[src/rtl/core/mclf_pkg.sv]
`default_nettype none

package mclf_pkg;

    localparam int NUM_CH             = 4;
    localparam int CH_BITS            = 2;
    localparam int LVL_W              = 16;
    localparam int DELAY_W            = 16;
    localparam int FACTOR_W           = 8;
    localparam int STEPS_W            = 16;
    localparam int WAIT_W             = 24;
    localparam int LEVEL_BITS_DEFAULT = 16;

    localparam int ADDR_BITS = 3;
    localparam int DATA_W    = 32;

    localparam int FIFO_DEPTH = 8;

    localparam logic CMD_START = 1'b0;
    localparam logic CMD_TICK  = 1'b1;

    localparam logic [1:0] MODE_SUCCESSIVE   = 2'd0;
    localparam logic [1:0] MODE_DIRECT       = 2'd1;
    localparam logic [1:0] MODE_SIMULTANEOUS = 2'd2;
    localparam logic [1:0] MODE_SPARE        = 2'd3;

    localparam logic REG_DELAY_FACTOR = 1'b0;
    localparam logic REG_MAX_STEPS    = 1'b1;

    localparam logic [FACTOR_W-1:0] DELAY_FACTOR_RESET = 8'd1;
    localparam logic [STEPS_W-1:0]  MAX_STEPS_RESET    = 16'd1000;

    typedef struct packed {
        logic               cmd;
        logic [1:0]         mode;
        logic [DELAY_W-1:0] step_delay;
        logic [LVL_W-1:0]   target_white;
        logic [LVL_W-1:0]   target_red;
        logic [LVL_W-1:0]   target_green;
        logic [LVL_W-1:0]   target_blue;
    } req_t;

    typedef struct packed {
        logic [CH_BITS-1:0] channel;
        logic [LVL_W-1:0]   level;
        logic               last;
    } res_t;

endpackage

`default_nettype wire

[src/rtl/core/multi_channel_led_fader.sv]
`default_nettype none
// four-channel led fader (white, red, green, blue)
// request channel: req_valid / req_stall / req. cmd start loads mode, step
// delay and four targets and performs the first fade action at once; cmd tick
// counts down the wait and performs the next action when it has run out.
// result channel: res_valid / res_stall / res, one level write per transfer,
// last set on the final write caused by a request.
// apb port: delay_factor at byte address 0, max_steps at 4, pready always high.
// queue: all writes of a request enter an 8-entry output queue at the edge
// that accepts it and leave it from the next cycle, one per unstalled cycle.
// throughput: one request per cycle while the queue has room for four writes;
// a request causes zero to four writes, and the queue drains one per unstalled
// cycle, so a stream of four-write requests is paced by req_stall.
// when the receiver stalls, writes wait in the queue and req_stall rises once
// more than four entries are held.
// reset: levels and targets zero, idle, delay_factor 1, max_steps 1000,
// output queue empty.
module multi_channel_led_fader #(
    parameter int LEVEL_BITS = mclf_pkg::LEVEL_BITS_DEFAULT
) (
    input  logic                           clk,
    input  logic                           rst_n,
    input  logic                           psel,
    input  logic                           penable,
    input  logic                           pwrite,
    input  logic [mclf_pkg::ADDR_BITS-1:0] paddr,
    input  logic [mclf_pkg::DATA_W-1:0]    pwdata,
    output logic [mclf_pkg::DATA_W-1:0]    prdata,
    output logic                           pready,
    input  logic                           req_valid,
    output logic                           req_stall,
    input  mclf_pkg::req_t                 req,
    output logic                           res_valid,
    input  logic                           res_stall,
    output mclf_pkg::res_t                 res
);
    import mclf_pkg::*;

    localparam int PTR_W = $clog2(FIFO_DEPTH);
    localparam int CNT_W = PTR_W + 1;
    localparam int NUM_W = $clog2(NUM_CH) + 1;

    logic [FACTOR_W-1:0] delay_factor_reg;
    logic [STEPS_W-1:0]  max_steps_reg;

    logic [LEVEL_BITS-1:0] cur_reg [NUM_CH];
    logic [LEVEL_BITS-1:0] cur_next [NUM_CH];
    logic [LEVEL_BITS-1:0] tgt_reg [NUM_CH];
    logic [LEVEL_BITS-1:0] tgt_next [NUM_CH];
    logic [1:0]            mode_reg, mode_next;
    logic [CH_BITS-1:0]    active_reg, active_next;
    logic [WAIT_W-1:0]     wait_reg, wait_next;
    logic [STEPS_W-1:0]    steps_reg, steps_next;
    logic [DELAY_W-1:0]    held_reg, held_next;
    logic                  fading_reg, fading_next;

    res_t             fifo_mem [FIFO_DEPTH];
    logic [PTR_W-1:0] wr_ptr_reg, rd_ptr_reg;
    logic [CNT_W-1:0] count_reg, count_next;

    logic                  accept, start, act, pop;
    logic [LEVEL_BITS-1:0] req_tgt [NUM_CH];
    logic [LEVEL_BITS-1:0] tgt_eff [NUM_CH];
    logic [LEVEL_BITS-1:0] stepped [NUM_CH];
    logic [LEVEL_BITS-1:0] lv [NUM_CH];
    logic [NUM_CH-1:0]     neq, em;
    logic [1:0]            mode_eff;
    logic [CH_BITS-1:0]    active_eff, first_ch, end_ch;
    logic [STEPS_W-1:0]    steps_eff;
    logic [DELAY_W-1:0]    held_eff;
    logic [WAIT_W-1:0]     prod;
    logic                  found, do_snap;
    res_t                  slot [NUM_CH];
    logic [NUM_W-1:0]      n_res, n_push;

    // configuration port
    assign pready = 1'b1;

    always_ff @(posedge clk or negedge rst_n)
    begin
        if (!rst_n)
        begin
            delay_factor_reg <= DELAY_FACTOR_RESET;
            max_steps_reg    <= MAX_STEPS_RESET;
        end
        else if (psel && penable && pwrite && pready)
        begin
            unique case (paddr[ADDR_BITS-1])
                REG_DELAY_FACTOR: delay_factor_reg <= pwdata[FACTOR_W-1:0];
                REG_MAX_STEPS:    max_steps_reg    <= pwdata[STEPS_W-1:0];
            endcase
        end
    end

    always_comb
    begin
        unique case (paddr[ADDR_BITS-1])
            REG_DELAY_FACTOR: prdata = DATA_W'(delay_factor_reg);
            REG_MAX_STEPS:    prdata = DATA_W'(max_steps_reg);
        endcase
    end

    // request handshake
    assign req_stall = count_reg > CNT_W'(FIFO_DEPTH - NUM_CH);
    assign accept    = req_valid && !req_stall;
    assign start     = req.cmd == CMD_START;
    assign act       = accept && (start || (fading_reg && wait_reg == '0));

    assign req_tgt[0] = req.target_white[LEVEL_BITS-1:0];
    assign req_tgt[1] = req.target_red[LEVEL_BITS-1:0];
    assign req_tgt[2] = req.target_green[LEVEL_BITS-1:0];
    assign req_tgt[3] = req.target_blue[LEVEL_BITS-1:0];

    // values seen by the action: a start request overrides the stored fade
    assign mode_eff   = start ? req.mode : mode_reg;
    assign active_eff = start ? '0 : active_reg;
    assign steps_eff  = start ? '0 : steps_reg;
    assign held_eff   = start ? req.step_delay : held_reg;
    assign prod       = WAIT_W'(held_eff) * WAIT_W'(delay_factor_reg);

    always_comb
    begin
        for (int c = 0; c < NUM_CH; c++)
        begin
            tgt_eff[c] = start ? req_tgt[c] : tgt_reg[c];
            neq[c]     = cur_reg[c] != tgt_eff[c];
            stepped[c] = (cur_reg[c] < tgt_eff[c]) ? cur_reg[c] + LEVEL_BITS'(1)
                                                   : cur_reg[c] - LEVEL_BITS'(1);
        end
    end

    // first unequal channel at or after the active one
    always_comb
    begin
        found    = 1'b0;
        first_ch = '0;
        for (int c = NUM_CH - 1; c >= 0; c--)
        begin
            if (CH_BITS'(c) >= active_eff && neq[c])
            begin
                found    = 1'b1;
                first_ch = CH_BITS'(c);
            end
        end
        end_ch = found ? first_ch : CH_BITS'(NUM_CH - 1);
    end

    // fade state update and level writes
    always_comb
    begin
        cur_next    = cur_reg;
        tgt_next    = tgt_reg;
        mode_next   = mode_reg;
        active_next = active_reg;
        wait_next   = wait_reg;
        steps_next  = steps_reg;
        held_next   = held_reg;
        fading_next = fading_reg;
        em          = '0;
        lv          = cur_reg;
        do_snap     = 1'b0;

        if (accept && start)
        begin
            mode_next   = req.mode;
            held_next   = req.step_delay;
            tgt_next    = req_tgt;
            active_next = '0;
            wait_next   = '0;
            steps_next  = '0;
            fading_next = 1'b1;
        end
        else if (accept && fading_reg && wait_reg != '0)
        begin
            wait_next = wait_reg - WAIT_W'(1);
        end

        if (act)
        begin
            unique case (mode_eff)
                MODE_SUCCESSIVE:
                begin
                    for (int c = 0; c < NUM_CH; c++)
                        em[c] = CH_BITS'(c) >= active_eff && CH_BITS'(c) <= end_ch;
                    if (found)
                    begin
                        cur_next[first_ch] = stepped[first_ch];
                        active_next        = first_ch;
                        wait_next          = WAIT_W'(held_eff);
                    end
                    else
                    begin
                        active_next = CH_BITS'(NUM_CH - 1);
                        fading_next = 1'b0;
                    end
                end
                MODE_SIMULTANEOUS:
                begin
                    if (steps_eff >= max_steps_reg)
                        do_snap = 1'b1;
                    else
                    begin
                        steps_next = steps_eff + STEPS_W'(1);
                        if (neq != '0)
                        begin
                            em        = neq;
                            lv        = stepped;
                            wait_next = prod;
                            for (int c = 0; c < NUM_CH; c++)
                                if (neq[c])
                                    cur_next[c] = stepped[c];
                        end
                        else
                            do_snap = 1'b1;
                    end
                end
                default: do_snap = 1'b1;
            endcase

            if (do_snap)
            begin
                em          = '1;
                lv          = tgt_eff;
                cur_next    = tgt_eff;
                fading_next = 1'b0;
            end
        end
    end

    // pack the writes in channel order, flag the final one
    always_comb
    begin
        n_res = '0;
        for (int k = 0; k < NUM_CH; k++)
            slot[k] = '0;
        for (int c = 0; c < NUM_CH; c++)
        begin
            if (em[c])
            begin
                slot[n_res[NUM_W-2:0]].channel = CH_BITS'(c);
                slot[n_res[NUM_W-2:0]].level   = LVL_W'(lv[c]);
                slot[n_res[NUM_W-2:0]].last    = 1'b0;
                n_res = n_res + NUM_W'(1);
            end
        end
        if (n_res != '0)
            slot[n_res[NUM_W-2:0] - 1'b1].last = 1'b1;
        n_push = act ? n_res : '0;
    end

    always_ff @(posedge clk or negedge rst_n)
    begin
        if (!rst_n)
        begin
            for (int c = 0; c < NUM_CH; c++)
            begin
                cur_reg[c] <= '0;
                tgt_reg[c] <= '0;
            end
            mode_reg   <= MODE_SUCCESSIVE;
            active_reg <= '0;
            wait_reg   <= '0;
            steps_reg  <= '0;
            held_reg   <= '0;
            fading_reg <= 1'b0;
        end
        else
        begin
            cur_reg    <= cur_next;
            tgt_reg    <= tgt_next;
            mode_reg   <= mode_next;
            active_reg <= active_next;
            wait_reg   <= wait_next;
            steps_reg  <= steps_next;
            held_reg   <= held_next;
            fading_reg <= fading_next;
        end
    end

    // output queue
    assign res_valid  = count_reg != '0;
    assign res        = fifo_mem[rd_ptr_reg];
    assign pop        = res_valid && !res_stall;
    assign count_next = count_reg + CNT_W'(n_push) - CNT_W'(pop);

    always_ff @(posedge clk)
    begin
        for (int k = 0; k < NUM_CH; k++)
            if (NUM_W'(k) < n_push)
                fifo_mem[wr_ptr_reg + PTR_W'(k)] <= slot[k];
    end

    always_ff @(posedge clk or negedge rst_n)
    begin
        if (!rst_n)
        begin
            wr_ptr_reg <= '0;
            rd_ptr_reg <= '0;
            count_reg  <= '0;
        end
        else
        begin
            wr_ptr_reg <= wr_ptr_reg + PTR_W'(n_push);
            rd_ptr_reg <= rd_ptr_reg + PTR_W'(pop);
            count_reg  <= count_next;
        end
    end

endmodule

`default_nettype wire

[config.mk]
export PLATFORM = sky130hd
export DESIGN_NAME = multi_channel_led_fader
export DESIGN_NICKNAME = d
export VERILOG_FILES = /design/src/rtl/core/mclf_pkg.sv /design/src/rtl/core/multi_channel_led_fader.sv
export SDC_FILE = /design/constraint.sdc
export NUM_CORES = 2
export LEC_CHECK = 0
export BUFFER_PORTS_ARGS = -buffer_cell sky130_fd_sc_hd__buf_2
export CAP_MARGIN = 20
export CORE_ASPECT_RATIO = 0.7
export CORE_MARGIN = 2
export CORE_UTILIZATION = 25
export DETAILED_ROUTE_END_ITERATION = 10
export SYNTH_ARGS = -nofsm -noshare
export SYNTH_HDL_FRONTEND = slang
export SYNTH_SLANG_ARGS = --single-unit
[constraint.sdc]
create_clock -name clk -period 8.7 [get_ports clk]
set_input_delay 0.435 -clock clk [delete_from_list [all_inputs] [get_ports clk]]
set_output_delay 0.435 -clock clk [all_outputs]
set_load 0.02 [all_outputs]
# --- Word level (Yosys, flattened, before mapping) ---
# Memory sizes are Yosys's and may differ from the RTL's.
# Index checks and enable logic that the tools add are counted.
word_totals:
  regBits: 223
  n_memories: 1
  word_cells: 245
  out_inout_bits: 54
  ram_bits: 152
mem_list:
  columns: ["memory", "depth", "width", "rd", "rd_clocked_by_memory_dff", "write_ports", "line_no", "text"]
  rows:
  - ["fifo_mem", 8, 19, 1, 0, 4, "multi_channel_led_fader.sv:57", "res_t fifo_mem [FIFO_DEPTH];"]
op_classes:
  reduce_logical: 38
  muxes: 118
  n_eq_ne: 12
  n_addsub: 21
  n_bitwise: 7
  n_mul: 1
  n_lt_le_gt_ge: 28
ops:
  columns: ["operator", "count"]
  rows:
  - ["$bwmux W76", 10]
  - ["$mux W64", 9]
  - ["$demux W19 S2", 10]
  - ["$mux W16", 21]
  - ["$mux W76", 4]
  - ["$mux W24", 6]
  - ["$pmux W64 S2", 1]
  - ["$add A16 B1 Y16 const B", 5]
  - ["$mux W17", 4]
  - ["$bwmux W64", 1]
  - ["$lt A16 B16 Y1", 4]
  - ["$ne A16 B16 Y1", 4]
  - ["$pmux W32 S2", 1]
  - ["$sub A16 B1 Y16 const B", 4]
  - ["$mux W19", 3]
  - ["$pmux W24 S2", 1]
  - ["$bmux W16 S2", 1]
  - ["$demux W16 S2", 1]
  - ["$mux W1", 25]
  - ["$logic_not A24 Y1", 1]
  - ["$mul A16 B8 Y24", 1]
  - ["$reduce_and A6 Y1", 4]
  - ["$reduce_bool A24 Y1", 1]
  - ["$sub A24 B1 Y24 const B", 1]
  - ["other kinds (33)", 102]

# --- Logic depth before layout (Yosys ltp) ---
depth:
  depth_word: 33
  depth_mapped: 36
  depth_no_buf: 25

# --- Least setup slack after synthesis ---
# Ideal clock, no wire load.
synth_timing:
  path_kind: "input to register"
  start: "input req[82] in the netlist's numbering"
  end: "memory fifo_mem[2][0] in the netlist's numbering, enable pin"
  setup_time_ps: 463
  cell_stages: 32
  path_buffers: 11
  t_required_ps: 8237
  arrival_ps: 9608
  setup_slack_ps: -1371
  cell_sequence: "clkbuf_1 -> buf_2 -> buf_2 -> buf_2 -> buf_1 -> clkbuf_1 -> buf_1 -> clkbuf_1 -> and2_1 -> ha_1 -> a21o_1 -> a221o_1 -> a22o_1 -> a21oi_2 -> a21oi_2 -> nor2_1 -> clkbuf_1 -> clkbuf_1 -> clkbuf_1 -> nand2_1 -> nand2_1 -> inv_1 -> fa_1 -> inv_1 -> ha_1 -> nor2_1 -> nor2_1 -> o21ai_4 -> nor2_2 -> nor3_1 -> a21oi_1 -> o311ai_0"
synth_rtl:
  columns: ["element", "line_no", "text"]
  rows:
  - ["start: declaration", "multi_channel_led_fader.sv:32", "input mclf_pkg::req_t req,"]
  - ["end: declaration", "multi_channel_led_fader.sv:57", null]

==> flow_summary.ini <==
[final_layout]
nets = 4335
final_common_cell = nand2_1
fillers = 14067
layout_common_cells = 551 x nand2_1, 287 x nor2_1, 230 x a21oi_1, 215 x dfrtp_1, 205 x ha_1
drive_above_1_share_pct = 14.8
area_delta_synth_final_pct = 13.8
utilization_pct = 28.7
largest_reg_flops = 152

[worst_setup_path]
max_stage_delay_ns = 0.67
criticalPathCategory = in2reg
cp_slowest_cell = or4_4
worstSetupEndpointType = flip-flop
cp_max_fo = 48
worstPathRequired_ns = 9.00
start_kind = input pin
worstPathArrival_ns = 7.75
crit_path_frequent_cell = ha_1
crit_chain = buf_6 -> mux2i_1 -> ha_1 -> nand4_1 -> or4_4 -> nand2b_4 -> or3_1 -> a31oi_1 -> o21ai_1 -> ha_1 -> inv_1 -> a211o_1 -> nor2_1 -> clkinv_1 -> ha_1 -> nand2b_1 -> a21oi_1 -> nor2_1 -> buf_4 -> nand4_4 -> o211ai_1 -> buf_12

[place]
post-place-ws_ns = 0.846
dp_hpwl_mm = 97.9
place.gp.congestion = 0.968
portBuffers = 143

[global_route]
antenna_found_initial = 4
grt_pass1_wl_mm = 197
grt_pass1_vias = 29842
grt_max_degree = 141
grt.total_usage_pct = 18.5
overflow = 0

[floorplan]
die_x_um = 443
die_y_um = 311
row_count = 112
start_util_pct = 25.3
core-area_mm2 = 0.134
ioPinCount = 179
design.die.area_mm2 = 0.138

[synth]
syn_area_per_cell_um2 = 8.93
syn-cell-area_mm2 = 0.0337
synth_top_area_share_pct = 16.0
synth_top_area_cell = dfrtp_1
async_flop_share_pct = 59.5
synth_edf_count = 152
synth_area_leaders = dfrtp_1 16%, edfxtp_1 14%, ha_1 7.6%
synthFlopType = dfrtp_1
postSynthCellCount = 3779
yosysWarnings = 0
ys_seq_area_share_pct = 30.1
synth_seq_cells = 375
ys_types = 118

[hold_path]
hold_class = in2reg

[drt]
num_vias = 31605
via_per_inst = 5.53
wl_mm = 131
dr.pass1.iters = 6
drc_errors = 0
post_drt_wl_per_cell_um = 23.0
drtAntennaViolNets = 0
drt-initial-drc-count = 4184

[sta]
fin_crit_sh_pct = 85.7
hold_ws_ns = 0.0349
setup_viol = 0
fmax_mhz = 134
slew_headroom_pct = 17.9
worstMarginPinSlew_ns = 1.23
finalClockSkew_ns = 0.0304
layout_setup_ws_ns = 1.25
fin_crit_ns = 7.45
rsz0062_at_grt = no
hold_viol = 0
tns_ns = 0
drv_slew = 0

[pwr]
max-vdd-ir-drop_v = 0.000329
p_total_mw = 15.8
power_per_cell_area_mw_per_mm2 = 412
leakage_nw = 16.4

[clocking]
cts.sinks = 375
path_clk_slew_ns = 0.07
clkLatencyLatePin_ns = 0.62
cts_resized = 0
holdBufCountCts = 7
cts_setup_buffers = 0
cts_root_buf = clkbuf_16
tritoncts = built
cts-htree-levels = 2
cts_buffers = 42
clockBufferDepth = 3

[run_status]
status = completed

[run]
maxCapViolations = 0
==> metrics by stage <==
step,cell area [µm²],instances
finish,38400,5713
floorplan,33800,3794
CTS,38400,5710
global placement,37000,5627
global route,38400,5712
detailed placement,37000,5628
==> synthesized netlist by cell type (all sizes together) (23+ instances only) <==
library cell  number
ha               205
o221ai            47
edfxtp           152
a31oi             48
mux4              39
xor2              43
a211oi            55
inv              194
a221oi            80
o211ai            32
dfrtp            216
nand2            553
nand4             30
nor2b             64
o21ai            192
and2              65
nor3              67
buf               96
a21oi            240
o21a              23
xnor2             59
mux2              85
o22ai             92
clkbuf           123
nand2b            27
fa                91
a21o              42
a22oi             37
nor2             297
nand3             62
mux2i            149
==> critical path, delay by kind of cell <==
kind | cells | cell delay [ns]
simple gates | 8 | 2.56
compound gates | 5 | 1.42
buf+inv | 5 | 1.36
fa+ha+maj | 3 | 1.27
mux | 1 | 0.55
==> routing by layer <==
metal | wire [µm] | GRT usage [%] | up-vias
met3 | 14300 | 4.10 | 200
met2 | 53600 | 26.1 | 1732
met1 | 60300 | 27.9 | 15514
met5 | 24 | 0 | -
li1 | - | - | 14155
met4 | 3080 | 4.83 | 4
==> logic make-up after synthesis <==
| family | synth area share (%) |
|---|---|
| compound gates | 21.7 |
| xor+xnor | 2.65 |
| fa+ha+maj | 13.0 |
| buf+inv | 5.12 |
| flops | 30.1 |
| mux | 9.86 |
| other cells | 0.0223 |
| simple gates | 17.6 |
==> cell type report <==
type                    instances  area (µm²)  area share (%)
inverters                     195         732            1.91
clock buffers                  56        1160            3.03
well taps                    1767        2210            5.76
clock inverters                19         166           0.433
multi-input cells            3005       22000            57.3
diodes                          1        2.50         0.00652
repair buffers                295        1950            5.08
flip-flops and latches        375       10200            26.5
==> path summary, 6_finish.rpt <==
| check | cells past startpoint | start | slack, ns | end |
|---|---|---|---|---|
| max reg2reg | 20 | tgt_reg[61] | 1.32 | fifo_mem[4][18] |
| max | 22 | req[82] | 1.25 | fifo_mem[4][18] |
| min | 3 | req[19] | 0.03 | tgt_reg[19] |
| min in group asynchronous | 2 | rst_n | 0.43 | tgt_reg[19] |
| min reg2reg | 2 | tgt_reg[29] | 0.47 | tgt_reg[29] |
| max in group asynchronous | 3 | rst_n | 6.74 | rd_ptr_reg[0] |
==> power by group <==
part	internal (mW)	switching (mW)	total, mW
registers	2.38	0.488	2.87
logic	4.21	6.90	11.1
clock network	1.00	0.830	1.83
total	7.60	8.22	15.8
Power figures use the tool's default switching activity.
